<file path="src/rtl/ealu_pkg.sv">
`timescale 1ns / 1ps

package ealu_pkg;

    // Operation codes
    typedef enum logic [4:0] {
        OP_ADD   = 5'd0,
        OP_ADC   = 5'd1,
        OP_SUB   = 5'd2,
        OP_SBC   = 5'd3,
        OP_AND   = 5'd4,
        OP_XOR   = 5'd5,
        OP_OR    = 5'd6,
        OP_CP    = 5'd7,
        OP_INC   = 5'd8,
        OP_DEC   = 5'd9,
        OP_ADDHL = 5'd10,
        OP_ADDSP = 5'd11,
        OP_RLC   = 5'd12,
        OP_RRC   = 5'd13,
        OP_RL    = 5'd14,
        OP_RR    = 5'd15,
        OP_SLA   = 5'd16,
        OP_SRA   = 5'd17,
        OP_SWAP  = 5'd18,
        OP_SRL   = 5'd19
    } t_op;

    // Flag bit positions
    localparam int FLAG_Z = 3;
    localparam int FLAG_N = 2;
    localparam int FLAG_H = 1;
    localparam int FLAG_C = 0;

    // One input item
    typedef struct packed {
        logic [4:0]  operation;
        logic [7:0]  acc;
        logic [15:0] operand;
        logic [15:0] pair_value;
        logic [3:0]  flags_in;
    } t_req;

    // One result item
    typedef struct packed {
        logic [15:0] result;
        logic [3:0]  flags_out;
    } t_rsp;

endpackage

</file>
<file path="src/rtl/ealu_in_if.sv">
`timescale 1ns / 1ps

interface ealu_in_if;
    logic        valid;
    logic        ready;
    logic [4:0]  operation;
    logic [7:0]  acc;
    logic [15:0] operand;
    logic [15:0] pair_value;
    logic [3:0]  flags_in;

    modport source (
        output valid, operation, acc, operand, pair_value, flags_in,
        input  ready
    );
    modport sink (
        input  valid, operation, acc, operand, pair_value, flags_in,
        output ready
    );
endinterface

</file>
<file path="src/rtl/ealu_out_if.sv">
`timescale 1ns / 1ps

interface ealu_out_if;
    logic        valid;
    logic        ready;
    logic [15:0] result;
    logic [3:0]  flags_out;

    modport source (
        output valid, result, flags_out,
        input  ready
    );
    modport sink (
        input  valid, result, flags_out,
        output ready
    );
endinterface

</file>
<file path="src/rtl/eight_bit_alu_with_flags_top.sv">
// An accepted item is registered in the input stage and, after the ALU core, in the result stage.
// Throughput: one item per cycle unless stalled; the ALU is a single pass between the two registers.
// Ready deasserts only while both registers hold items and the result is not taken.
// Reset: synchronous, active low; clears the valid bits of both stages, payload unaffected.
`timescale 1ns / 1ps

module eight_bit_alu_with_flags_top (
    input  logic        i_clk,
    input  logic        i_rst_n,
    ealu_in_if.sink     i_in,
    ealu_out_if.source  o_out
);
    import ealu_pkg::*;

    logic  r_s1_valid;
    t_req  r_s1_req;
    logic  r_s2_valid;
    t_rsp  r_s2_rsp;
    t_rsp  n_s2_rsp;
    logic  s2_adv;
    logic  s1_adv;

    // Stall chain from the output back to the input
    assign s2_adv     = !r_s2_valid || o_out.ready;
    assign s1_adv     = !r_s1_valid || s2_adv;
    assign i_in.ready = s1_adv;

    // Stage control
    always_ff @(posedge i_clk) begin
        if (!i_rst_n) begin
            r_s1_valid <= 1'b0;
            r_s2_valid <= 1'b0;
        end else begin
            if (s1_adv) begin
                r_s1_valid <= i_in.valid;
            end
            if (s2_adv) begin
                r_s2_valid <= r_s1_valid;
            end
        end
    end

    // Capture the incoming item
    always_ff @(posedge i_clk) begin
        if (s1_adv && i_in.valid) begin
            r_s1_req.operation  <= i_in.operation;
            r_s1_req.acc        <= i_in.acc;
            r_s1_req.operand    <= i_in.operand;
            r_s1_req.pair_value <= i_in.pair_value;
            r_s1_req.flags_in   <= i_in.flags_in;
        end
    end

    ealu_core u_core (
        .i_req (r_s1_req),
        .o_rsp (n_s2_rsp)
    );

    // Capture the result
    always_ff @(posedge i_clk) begin
        if (s2_adv && r_s1_valid) begin
            r_s2_rsp <= n_s2_rsp;
        end
    end

    assign o_out.valid     = r_s2_valid;
    assign o_out.result    = r_s2_rsp.result;
    assign o_out.flags_out = r_s2_rsp.flags_out;

    // Reset empties the result stage
    a_reset_empty: assert property (@(posedge i_clk)
        !i_rst_n |=> !r_s2_valid)
        else $error("result valid after reset");

    // An accepted item reaches the input register
    a_accept_lands: assert property (@(posedge i_clk) disable iff (!i_rst_n)
        (i_in.valid && i_in.ready) |=> r_s1_valid)
        else $error("accepted item lost");

    // A full pipe under stall keeps both items
    a_stall_keeps: assert property (@(posedge i_clk) disable iff (!i_rst_n)
        (r_s1_valid && r_s2_valid && !o_out.ready) |=> (r_s1_valid && r_s2_valid))
        else $error("item dropped during stall");

    // A stalled result holds its value
    a_stall_hold: assert property (@(posedge i_clk) disable iff (!i_rst_n)
        (r_s2_valid && !o_out.ready) |=> $stable(r_s2_rsp))
        else $error("result changed during stall");

endmodule

</file>
<file path="src/rtl/ealu_core.sv">
`timescale 1ns / 1ps

module ealu_core (
    input  ealu_pkg::t_req i_req,
    output ealu_pkg::t_rsp o_rsp
);
    import ealu_pkg::*;

    logic [7:0]  a;
    logic [7:0]  v;
    logic [15:0] w;
    logic [15:0] pair;
    logic [3:0]  fin;
    logic        cin;
    logic        c_arith;
    logic [8:0]  sum8;
    logic [8:0]  dif8;
    logic [16:0] sum16;
    logic [15:0] sp_sum;
    logic [4:0]  sp_lo4;
    logic [8:0]  sp_lo8;
    logic [15:0] res;
    logic        z;
    logic        n;
    logic        h;
    logic        c;
    logic        keep;

    assign a    = i_req.acc;
    assign w    = i_req.operand;
    assign v    = w[7:0];
    assign pair = i_req.pair_value;
    assign fin  = i_req.flags_in;
    assign cin  = fin[FLAG_C];

    // Carry or borrow in only for the with-carry forms
    assign c_arith = ((i_req.operation == OP_ADC) || (i_req.operation == OP_SBC)) ? cin : 1'b0;

    // Adders; the byte sum and difference are shared by several operations
    assign sum8   = {1'b0, a} + {1'b0, v} + {8'd0, c_arith};
    assign dif8   = {1'b0, a} - {1'b0, v} - {8'd0, c_arith};
    assign sum16  = {1'b0, pair} + {1'b0, w};
    assign sp_sum = pair + {{8{v[7]}}, v};
    assign sp_lo4 = {1'b0, pair[3:0]} + {1'b0, v[3:0]};
    assign sp_lo8 = {1'b0, pair[7:0]} + {1'b0, v};

    // Select result and flags by operation
    always_comb begin
        res  = 16'd0;
        n    = 1'b0;
        h    = 1'b0;
        c    = 1'b0;
        z    = 1'b0;
        keep = 1'b0;
        case (i_req.operation)
            OP_ADD, OP_ADC: begin
                res = {8'd0, sum8[7:0]};
                h   = (a[4] ^ v[4] ^ sum8[4]);
                c   = sum8[8];
            end
            OP_SUB, OP_SBC, OP_CP: begin
                res = (i_req.operation == OP_CP) ? {8'd0, a} : {8'd0, dif8[7:0]};
                n   = 1'b1;
                h   = (a[4] ^ v[4] ^ dif8[4]);
                c   = dif8[8];
            end
            OP_AND: begin
                res = {8'd0, a & v};
                h   = 1'b1;
            end
            OP_XOR:  res = {8'd0, a ^ v};
            OP_OR:   res = {8'd0, a | v};
            OP_INC: begin
                res = {8'd0, v + 8'd1};
                h   = (v[3:0] == 4'hF);
                c   = cin;
            end
            OP_DEC: begin
                res = {8'd0, v - 8'd1};
                n   = 1'b1;
                h   = (v[3:0] == 4'h0);
                c   = cin;
            end
            OP_ADDHL: begin
                res = sum16[15:0];
                h   = (pair[12] ^ w[12] ^ sum16[12]);
                c   = sum16[16];
            end
            OP_ADDSP: begin
                res = sp_sum;
                h   = sp_lo4[4];
                c   = sp_lo8[8];
            end
            OP_RLC: begin
                res = {8'd0, v[6:0], v[7]};
                c   = v[7];
            end
            OP_RRC: begin
                res = {8'd0, v[0], v[7:1]};
                c   = v[0];
            end
            OP_RL: begin
                res = {8'd0, v[6:0], cin};
                c   = v[7];
            end
            OP_RR: begin
                res = {8'd0, cin, v[7:1]};
                c   = v[0];
            end
            OP_SLA: begin
                res = {8'd0, v[6:0], 1'b0};
                c   = v[7];
            end
            OP_SRA: begin
                res = {8'd0, v[7], v[7:1]};
                c   = v[0];
            end
            OP_SWAP: res = {8'd0, v[3:0], v[7:4]};
            OP_SRL: begin
                res = {8'd0, 1'b0, v[7:1]};
                c   = v[0];
            end
            default: keep = 1'b1;
        endcase

        // Zero flag: held for ADD HL, cleared for ADD SP, from the difference for CP, else from the byte result
        case (i_req.operation)
            OP_ADDHL: z = fin[FLAG_Z];
            OP_ADDSP: z = 1'b0;
            OP_CP:    z = (dif8[7:0] == 8'd0);
            default:  z = (res[7:0] == 8'd0);
        endcase
    end

    // Undefined codes pass the flags through
    assign o_rsp.result    = res;
    assign o_rsp.flags_out = keep ? fin : {z, n, h, c};

endmodule
</file>
<file path="src/flat_wrapper.sv">
// flat-port wrapper written by rule: the top's interface ports become plain ports
module eight_bit_alu_with_flags_top_flat import ealu_pkg::*;
  (i_clk, i_rst_n, i_in_valid, i_in_operation, i_in_acc, i_in_operand, i_in_pair_value, i_in_flags_in, i_in_ready, o_out_valid, o_out_result, o_out_flags_out, o_out_ready);
  ealu_in_if i_in_i ();
  ealu_out_if o_out_i ();
  input  logic i_clk;
  input  logic i_rst_n;
  input wire logic [$bits(i_in_i.valid)-1:0] i_in_valid;
  input wire logic [$bits(i_in_i.operation)-1:0] i_in_operation;
  input wire logic [$bits(i_in_i.acc)-1:0] i_in_acc;
  input wire logic [$bits(i_in_i.operand)-1:0] i_in_operand;
  input wire logic [$bits(i_in_i.pair_value)-1:0] i_in_pair_value;
  input wire logic [$bits(i_in_i.flags_in)-1:0] i_in_flags_in;
  output wire logic [$bits(i_in_i.ready)-1:0] i_in_ready;
  output wire logic [$bits(o_out_i.valid)-1:0] o_out_valid;
  output wire logic [$bits(o_out_i.result)-1:0] o_out_result;
  output wire logic [$bits(o_out_i.flags_out)-1:0] o_out_flags_out;
  input wire logic [$bits(o_out_i.ready)-1:0] o_out_ready;
  assign i_in_i.valid = i_in_valid;
  assign i_in_i.operation = i_in_operation;
  assign i_in_i.acc = i_in_acc;
  assign i_in_i.operand = i_in_operand;
  assign i_in_i.pair_value = i_in_pair_value;
  assign i_in_i.flags_in = i_in_flags_in;
  assign i_in_ready = i_in_i.ready;
  assign o_out_valid = o_out_i.valid;
  assign o_out_result = o_out_i.result;
  assign o_out_flags_out = o_out_i.flags_out;
  assign o_out_i.ready = o_out_ready;
  eight_bit_alu_with_flags_top u_core (.i_clk(i_clk), .i_rst_n(i_rst_n), .i_in(i_in_i), .o_out(o_out_i));
endmodule
</file>
<file path="config.mk">
export PLATFORM = sky130hd
export DESIGN_NAME = eight_bit_alu_with_flags_top_flat
export DESIGN_NICKNAME = d
export VERILOG_FILES = /design/src/rtl/ealu_pkg.sv /design/src/rtl/ealu_in_if.sv /design/src/rtl/ealu_out_if.sv /design/src/rtl/eight_bit_alu_with_flags_top.sv /design/src/rtl/ealu_core.sv /design/src/flat_wrapper.sv
export SDC_FILE = /design/constraint.sdc
export NUM_CORES = 1
export LEC_CHECK = 0
export ABC_AREA = 1
export BUFFER_PORTS_ARGS = -buffer_cell sky130_fd_sc_hd__buf_2
export CELL_PAD_IN_SITES_DETAIL_PLACEMENT = 1
export CELL_PAD_IN_SITES_GLOBAL_PLACEMENT = 2
export CORE_MARGIN = 10
export CORE_UTILIZATION = 24
export CTS_CLUSTER_SIZE = 20
export DETAILED_ROUTE_END_ITERATION = 8
export GPL_TIMING_DRIVEN = 0
export PLACE_DENSITY_LB_ADDON = 0.08
export SLEW_MARGIN = 30
export SYNTH_ARGS = -nofsm -noshare
export SYNTH_HDL_FRONTEND = slang
export SYNTH_HIERARCHICAL = 1
export SYNTH_SLANG_ARGS = --single-unit
</file>
<file path="constraint.sdc">
create_clock -name i_clk -period 9.5 [get_ports i_clk]
set_clock_uncertainty 0.05 [all_clocks]
set_input_delay 0.95 -clock i_clk [delete_from_list [all_inputs] [get_ports i_clk]]
set_output_delay 0.95 -clock i_clk [all_outputs]
set_load 0.02 [all_outputs]
</file>
==> results of run 1 <==
[logic make-up (layout without fill, tap and decap cells)]
| family | count (synthesis) | after routing | synth area share [%] |
|---|---|---|---|
| fa+ha+maj | 65 | 65 | 14.6 |
| compound gates | 107 | 107 | 10.0 |
| buf+inv | 116 | 208 | 7.83 |
| flops | 71 | 71 | 36.0 |
| xor+xnor | 9 | 9 | 1.34 |
| simple gates | 399 | 399 | 30.1 |
[area by class of cell]
| type | instances | area (um2) | area share, % |
|---|---|---|---|
| Multi-Input combinational cell | 580 | 3310 | 47.2 |
| Sequential cell | 71 | 2110 | 30.2 |
| Timing Repair Buffer | 76 | 418 | 5.97 |
| Inverter | 108 | 408 | 5.82 |
| Tap cell | 324 | 405 | 5.79 |
| Clock buffer | 11 | 243 | 3.47 |
| Clock inverter | 5 | 56.3 | 0.804 |
| Buffer | 8 | 53.8 | 0.768 |
[cells in the mapped netlist (all sizes together)]
library cell / count / area share, %
o21a: 2 / 0.26
dfxtp: 2 / 0.68
ha: 59 / 13
o22ai: 2 / 0.21
nor2: 84 / 5.8
nand3b: 3 / 0.38
o2111ai: 5 / 0.75
inv: 108 / 6.9
a21boi: 1 / 0.13
fa: 6 / 2.0
xnor2: 1 / 0.15
o21bai: 2 / 0.26
o21ai: 36 / 3.1
o31ai: 3 / 0.38
nand4: 25 / 2.7
a221oi: 1 / 0.15
or2: 8 / 0.85
nand2: 204 / 13
edfxtp: 69 / 35
and2: 4 / 0.43
xor2: 8 / 1.2
nand3: 66 / 6.1
clkbuf: 2 / 0.15
a32o: 1 / 0.17
and3: 1 / 0.11
nor3: 3 / 0.34
a21oi: 54 / 4.7
buf: 6 / 0.77
nor4: 1 / 0.11
[state kept, by name, summed over array words and instances (netlist names)]
| signal | flops |
|---|---|
| u_core/o_out.flags_out | 4 |
| u_core/o_out.result | 16 |
| u_core/o_out.valid | 1 |
| u_core/r_s1_req | 49 |
| u_core/r_s1_valid | 1 |
[worst max-delay path, stage by stage (launching register included)]
cell      delay, ns
edfxtp_1       0.34
buf_2          0.22
inv_1          0.11
nor2_1         0.27
inv_1          0.09
nor2_2         0.53
ha_1           0.41
nand2_1        0.10
nand2_1        0.06
inv_1          0.05
o21ai_0        0.14
nor2_1         0.13
o21ai_0        0.10
nor2_1         0.41
nand3_1        0.14
nor2_1         0.13
nand4_1        0.12
a21oi_1        0.17
[per-stage QoR]
step                total power [W]  cells
global placement           0.000636   1165
finish                     0.000991   1183
floorplan                  0.000550    767
global route                0.00105   1183
CTS                         0.00101   1183
detailed placement         0.000642   1167
[power by group]
group          internal (W)  total [W]  switching [W]
Clock              0.000211   0.000358       0.000147
Sequential         0.000366   0.000383      0.0000168
Combinational     0.0000852   0.000250       0.000165
Total              0.000662   0.000991       0.000329
[worst paths after layout]
path	from	endpoint	slack [ns]	cells past startpoint
setup reg to reg	u_core/r_s1_req[44]$_DFFE_PP_	u_core/o_out.flags_out[3]$_DFFE_PP_	5.75	17
hold reg to reg	u_core/r_s1_valid$_SDFFE_PN0P_	u_core/r_s1_valid$_SDFFE_PN0P_	0.45	2
hold / removal	u_core/r_s1_valid$_SDFFE_PN0P_	u_core/r_s1_valid$_SDFFE_PN0P_	0.45	2
setup / recovery	u_core/r_s1_req[44]$_DFFE_PP_	u_core/o_out.flags_out[3]$_DFFE_PP_	5.75	17
[layer usage]
metal  track usage (%)  routed length, um
met4              3.15                199
met1              18.3              10300
met2              24.6              10800
met5                 0                  0
met3              2.31                702
==> impl_metrics.env, run 1 <==
export IMPL_drc=0
export IMPL_setup_violations=0
export IMPL_nets=972
export IMPL_hp_class="reg -> reg"
export IMPL_initial_core_util_pct=24.3
export IMPL_syn_num_nets=885
export IMPL_diodes=0
export IMPL_die_height_um=176
export IMPL_final_common_cell="nand2_1"
export IMPL_io_pins=75
export IMPL_syn_area_per_cell_um2=7.65
export IMPL_end_kind="register"
export IMPL_rows=57
export IMPL_via_count=5451
export IMPL_synth_area_mm2=0.00587
export IMPL_antenna_found_initial=0
export IMPL_htreeDepth=3
export IMPL_ir_worst_vdd_v=0.0000927
export IMPL_stdcell_area_mm2=0.00700
export IMPL_worst_pin_slew_ns=0.927
export IMPL_drtIter0Drc=311
export IMPL_vias_per_cell=4.61
export IMPL_fin_crit_ns=3.75
export IMPL_critPathRequiredTime_ns=9.64
export IMPL_yosysSeqAreaShare_pct=36.0
export IMPL_post_cts_buffers=0
export IMPL_fin_hold_ws_ns=0.452
export IMPL_core_area_mm2=0.0242
export IMPL_fin_tns_setup_ns=0
export IMPL_status="finished, final reports clean"
export IMPL_post_dp_hpwl_um=18200
export IMPL_grt_pass1_vias=5781
export IMPL_p_leak_nw=3.31
export IMPL_cts_resized_gates=0
export IMPL_p_per_area_mw_per_mm2=141
export IMPL_die_area_mm2=0.0311
export IMPL_path_class="reg -> reg"
export IMPL_worst_slack_ns=5.75
export IMPL_die_w_um=176
export IMPL_first_pass_iters=4
export IMPL_rsz0062_at_grt="false"
export IMPL_synth_cells=767
export IMPL_finalHoldViolCount=0
export IMPL_pre_cts_slack_ns=5.74
export IMPL_place_congestion=0.859
export IMPL_cts_buffer_depth=2
export IMPL_area_delta_synth_final_pct=19.4
export IMPL_clk_latency_ns=0.35
export IMPL_slew_headroom_pct=37.5
export IMPL_placement_io_buffers=74
export IMPL_wl_um=22000
export IMPL_critPathMaxFanout=10
export IMPL_cts_tree="yes"
export IMPL_wl_per_cell_um=18.6
export IMPL_synth_seq_cells=71
export IMPL_grtUsageTotal_pct=14.3
export IMPL_final_period_utilization_pct=39.5
export IMPL_fillers=2951
export IMPL_worstPathArrival_ns=3.89
export IMPL_clock_sinks=71
export IMPL_cts_hold_buf=0
export IMPL_max_freq_mhz=266
export IMPL_grt_max_degree=31
export IMPL_placed_cell_area_mm2=0.00671
export IMPL_slew_violations=0
export IMPL_ys_warn_count=6
export IMPL_gr_total_overflow=0
export IMPL_startpoint_type="register"
export IMPL_final_util_pct=29.0
export IMPL_ant_nets=0
export IMPL_ys_types=42
export IMPL_grt_pass1_wl_um=33900
export IMPL_layout_drive_gt1_share_pct=15.4
export IMPL_path_clk_slew_ns=0.06
export IMPL_root_buffer="clkbuf_16"
export IMPL_layout_common_cells="199 x nand2_1, 103 x inv_1, 77 x buf_2"
export IMPL_drv_cap=0
export IMPL_cts_buffers=9
No activity file was read; power rests on OpenSTA's default activity.
==> inputs of run 2 (changes only) <==
==> constraint.sdc (replaced) <==
create_clock -name i_clk -period 3.7 [get_ports i_clk]
set_clock_uncertainty 0.05 [all_clocks]
set_input_delay 0.37 -clock i_clk [delete_from_list [all_inputs] [get_ports i_clk]]
set_output_delay 0.37 -clock i_clk [all_outputs]
set_load 0.02 [all_outputs]
==> run 2 against run 1 <==
Compared with the run above:
- via count rose by 0.79%
- count of clock-buffer cells in the layout unchanged
- fmax is 11% higher
- core utilization grew 0.36 points
- sequential share of layout area is 0.37 points lower
==> impl_metrics.env, run 2 (synthesized netlist as in run 1, its figures left out) <==
export IMPL_worst_slack_ns=0.303
export IMPL_setup_violations=0
export IMPL_drtIter0Drc=312
export IMPL_dp_cells=1167
export IMPL_cts_buffers=9
export IMPL_wl_um=22000
export IMPL_wl_per_cell_um=18.5
export IMPL_largest_reg_flops=49
export IMPL_stdcell_area_mm2=0.00709
export IMPL_slew_violations=0
export IMPL_final_util_pct=29.3
export IMPL_via_count=5494
export IMPL_first_pass_iters=6
export IMPL_grt_pass1_wl_um=33900
export IMPL_htreeDepth=3
export IMPL_met1_usage_pct=18.3
export IMPL_ff_latch_area_mm2=0.00211
export IMPL_critPathRequiredTime_ns=3.84
export IMPL_nets=981
export IMPL_placement_io_buffers=74
export IMPL_max_freq_mhz=294
export IMPL_final_common_cell="nand2_1"
export IMPL_ir_worst_vdd_v=0.000239
export IMPL_layout_drive_gt1_share_pct=16.8
export IMPL_drv_cap=0
export IMPL_place_congestion=0.859
export IMPL_root_buffer="clkbuf_16"
export IMPL_hp_class="in -> reg"
export IMPL_grt_max_degree=31
export IMPL_antenna_found_initial=0
export IMPL_multi_input_area_mm2=0.00333
export IMPL_p_per_area_mw_per_mm2=360
export IMPL_clk_latency_ns=0.35
export IMPL_die_area_mm2=0.0311
export IMPL_finalHoldViolCount=0
export IMPL_stdcell_count=1192
export IMPL_gr_usage_met2_pct=24.6
export IMPL_fillers=2951
export IMPL_final_period_utilization_pct=91.8
export IMPL_vias_per_cell=4.61
export IMPL_core_area_mm2=0.0242
export IMPL_ant_nets=0
export IMPL_critPathMaxFanout=10
export IMPL_met3_usage_pct=2.31
export IMPL_slew_headroom_pct=36.1
export IMPL_startpoint_type="register"
export IMPL_layout_common_cells="199 x nand2_1, 102 x inv_1, 76 x buf_2"
export IMPL_path_class="reg -> reg"
export IMPL_area_delta_synth_final_pct=20.9
export IMPL_rows=57
export IMPL_io_pins=75
export IMPL_grtUsageTotal_pct=14.3
export IMPL_largest_register="u_core/r_s1_req"
export IMPL_worst_pin_slew_ns=0.948
export IMPL_p_leak_nw=3.36
export IMPL_die_height_um=176
export IMPL_post_dp_hpwl_um=18200
export IMPL_finalPower_w=0.00255
export IMPL_diodes=0
export IMPL_cts_buffer_depth=2
export IMPL_fin_crit_ns=3.40
export IMPL_placed_cell_area_mm2=0.00671
export IMPL_initial_core_util_pct=24.3
export IMPL_clock_sinks=71
export IMPL_rsz0062_at_grt="false"
export IMPL_pre_cts_slack_ns=-0.0582
export IMPL_gr_total_overflow=0
export IMPL_cts_tree="yes"
export IMPL_worstPathArrival_ns=3.54
export IMPL_die_w_um=176
export IMPL_path_clk_slew_ns=0.07
export IMPL_cts_hold_buf=0
export IMPL_end_kind="register"
export IMPL_drc=0
export IMPL_grt_pass1_vias=5781
export IMPL_gr_max_usage_layer="met2"
export IMPL_status="finished, final reports clean"
==> run 2: worst max-delay path: stages (launching register included) <==
cell	delay [ns]
edfxtp_1	0.35
buf_2	0.20
inv_2	0.12
nand2_4	0.07
nor3_2	0.20
inv_1	0.09
fa_1	0.44
fa_2	0.40
or2_2	0.33
nand2_1	0.10
nand3b_1	0.10
nand3_1	0.14
nand2_1	0.07
inv_1	0.08
nand3_1	0.09
nor2_1	0.11
nand4_1	0.11
a21oi_1	0.17
==> run 2: per-stage QoR <==
stage          hold slack (ns)  setup TNS, ns
3_3_place_gp             0.415         -0.404
3_5_place_dp             0.445        -0.0582
2_1_floorplan            0.411              0
6_report                 0.143              0
4_1_cts                  0.126              0
5_1_grt                  0.126              0
==> run 2: repair_timing <==
action                     CTS  global route
hold endpoints to repair     0             0
pin swaps                    0             3
setup endpoints to repair    1             2
gates resized for setup      2             5
setup buffers                0             9
==> run 2: path summary, 6_finish.rpt <==
path,from,to,slack (ns),depth (start not counted)
worst max-delay path,u_core/r_s1_req[46]$_DFFE_PP_,u_core/o_out.flags_out[3]$_DFFE_PP_,0.30,17
worst min-delay path,i_in_acc[0],u_core/r_s1_req[36]$_DFFE_PP_,0.14,1
worst max register to register,u_core/r_s1_req[46]$_DFFE_PP_,u_core/o_out.flags_out[3]$_DFFE_PP_,0.30,17
worst min register to register,u_core/r_s1_valid$_SDFFE_PN0P_,u_core/r_s1_valid$_SDFFE_PN0P_,0.45,2
==> run 2: per-layer routing <==
metal | share of wire, % | routed length, um
met1 | 47 | 10300
met4 | 0.82 | 180
met3 | 3.2 | 700
met5 | 0 | 0
met2 | 49 | 10900
==> run 2: power breakdown <==
| part | total [W] | switching, W | internal [W] |
|---|---|---|---|
| logic | 0.000655 | 0.000428 | 0.000227 |
| registers | 0.000980 | 0.0000403 | 0.000940 |
| clock network | 0.000918 | 0.000376 | 0.000542 |
==> run 2: layout make-up <==
class,count,area share (%)
Multi-Input combinational cell,580,46.9
Sequential cell,71,29.8
Timing Repair Buffer,85,6.85
Inverter,108,5.75
Tap cell,324,5.72
Clock buffer,11,3.42
Clock inverter,5,0.794
Buffer,8,0.794
==> inputs of run 3 (changes only) <==
--- a/config.mk
+++ b/config.mk
@@ -10,7 +10,7 @@
 export CELL_PAD_IN_SITES_DETAIL_PLACEMENT = 1
 export CELL_PAD_IN_SITES_GLOBAL_PLACEMENT = 2
 export CORE_MARGIN = 10
-export CORE_UTILIZATION = 24
+export CORE_UTILIZATION = 34
 export CTS_CLUSTER_SIZE = 20
 export DETAILED_ROUTE_END_ITERATION = 8
 export GPL_TIMING_DRIVEN = 0
==> run 3 against run 2 <==
Compared with the run above:
- routed wire length down 4.3%
- die area down 26%
- flip-flop and latch count unchanged
- worst hold slack better by 0.0046 ns
- critical path type unchanged
- clock power down 2.7%
- first-iteration DRC count up 4.8%
- largest power group unchanged
- sequential power about the same
- combinational power down 2%
- highest routed layer unchanged
- largest cell class unchanged
- via count up 1.7%
==> impl_metrics.env, run 3 (synthesized netlist as in run 1, its figures left out) <==
export IMPL_max_freq_mhz=293
export IMPL_fin_crit_ns=3.42
export IMPL_layout_common_cells="199 x nand2_1, 103 x inv_1, 77 x buf_2"
export IMPL_cts_buffer_depth=2
export IMPL_finalHoldViolCount=0
export IMPL_antenna_found_initial=0
export IMPL_placement_io_buffers=74
export IMPL_rrSetupSlack_ns=0.28
export IMPL_status="finished, final reports clean"
export IMPL_slew_violations=0
export IMPL_largest_reg_flops=49
export IMPL_initial_core_util_pct=35.0
export IMPL_grt_pass1_vias=5687
export IMPL_path_clk_slew_ns=0.06
export IMPL_die_height_um=151
export IMPL_cts_buffers=9
export IMPL_ir_worst_vdd_v=0.000220
export IMPL_root_buffer="clkbuf_16"
export IMPL_end_kind="register"
export IMPL_wl_um=21000
export IMPL_p_leak_nw=3.30
export IMPL_rsz0062_at_grt="false"
export IMPL_area_delta_synth_final_pct=17.2
export IMPL_cts_tree="yes"
export IMPL_startpoint_type="register"
export IMPL_gr_total_overflow=0
export IMPL_largest_register="u_core/r_s1_req"
export IMPL_worst_pin_slew_ns=0.912
export IMPL_drv_cap=0
export IMPL_htreeDepth=3
export IMPL_worst_path_largest_cell_delay_ns=0.44
export IMPL_final_period_utilization_pct=92.4
export IMPL_critPathMaxFanout=10
export IMPL_slew_headroom_pct=38.5
export IMPL_cts_hold_buf=0
export IMPL_cpMaxStageDelayCell="fa_1"
export IMPL_path_class="reg -> reg"
export IMPL_final_common_cell="nand2_1"
export IMPL_grt_max_degree=50
export IMPL_diodes=0
export IMPL_vias_per_cell=5.17
export IMPL_placed_cell_area_mm2=0.00653
export IMPL_layout_drive_gt1_share_pct=16.0
export IMPL_dp_cells=1061
export IMPL_hp_class="in -> reg"
export IMPL_crit_chain="buf_2 > inv_1 > nand2_4 > nor3_2 > inv_1 > fa_2 > fa_1 > or2_2 > nand2_1 > nand3b_1 > nand2_1 > o21ai_0 > a21oi_1 > o2111ai_1"
export IMPL_grtUsageTotal_pct=18.6
export IMPL_die_area_mm2=0.0229
export IMPL_first_pass_iters=5
export IMPL_clk_latency_ns=0.34
export IMPL_critPathBufInv=3
export IMPL_nets=974
export IMPL_stdcell_count=1081
export IMPL_grt_pass1_wl_um=32400
export IMPL_p_per_area_mw_per_mm2=366
export IMPL_via_count=5588
export IMPL_worstPathArrival_ns=3.42
export IMPL_drtIter0Drc=327
export IMPL_post_dp_hpwl_um=16900
export IMPL_ant_nets=0
export IMPL_drc=0
export IMPL_setup_violations=0
export IMPL_clock_sinks=71
export IMPL_core_area_mm2=0.0168
export IMPL_stdcell_area_mm2=0.00688
export IMPL_die_w_um=151
export IMPL_fin_tns_setup_ns=0
export IMPL_wl_per_cell_um=19.5
export IMPL_fillers=2125
export IMPL_place_congestion=0.878
export IMPL_io_pins=75
export IMPL_rows=47
export IMPL_cp_top_family="simple AND/OR/NAND/NOR gates"
export IMPL_critPathRequiredTime_ns=3.70
[run 3: repair_timing]
action / 4_1_cts / 5_1_grt
gates resized for setup: 1 / 5
endpoints found under the setup margin: 1 / 6
buffers inserted: 0 / 4
[run 3: routing by layer]
metal  GRT usage (%)  vias up  share of wire, %
met3            3.40       16               4.1
li1                -     2749                 -
met2            28.3      101                44
met1            26.6     2722                51
met4            4.33        0               1.2
met5               0        -                 0
[run 3: cell type report]
type	count	area (um2)	area share, %
buffer	8	53.8	0.782
timing repair buffer	78	400	5.82
tap	220	275	4.00
multi-input combinational	580	3330	48.4
clock inverter	5	58.8	0.855
inverter	108	408	5.93
clock buffer	11	243	3.53
sequential	71	2110	30.7
[run 3: final timing paths]
check	from	to	depth (start not counted)
hold / removal	i_in_acc[2]	u_core/r_s1_req[38]$_DFFE_PP_	1
setup reg to reg	u_core/r_s1_req[46]$_DFFE_PP_	u_core/o_out.flags_out[1]$_DFFE_PP_	14
hold reg to reg	u_core/r_s1_valid$_SDFFE_PN0P_	u_core/r_s1_valid$_SDFFE_PN0P_	2
setup / recovery	u_core/r_s1_req[46]$_DFFE_PP_	u_core/o_out.flags_out[1]$_DFFE_PP_	14
[run 3: per-stage QoR]
| step | hold WS, ns | power, W | utilization, % | setup slack (ns) |
|---|---|---|---|---|
| 4_1_cts | 0.131 | 0.00254 | 40.8 | 0.0809 |
| 3_5_place_dp | 0.459 | 0.00163 | 38.9 | 0.0265 |
| 6_report | 0.147 | 0.00252 | 41.0 | 0.282 |
| 3_3_place_gp | 0.424 | 0.00161 | 38.9 | 0.0898 |
| 2_1_floorplan | 0.411 | 0.00141 | - | 0.625 |
| 5_1_grt | 0.130 | 0.00267 | 41.0 | 0.0132 |
[run 3: where the power goes]
part           internal, W  switching, W  total, W  leakage [nW]
clock network     0.000541      0.000352  0.000893         0.142
registers         0.000941     0.0000423  0.000983         0.693
logic             0.000217      0.000427  0.000644          2.47
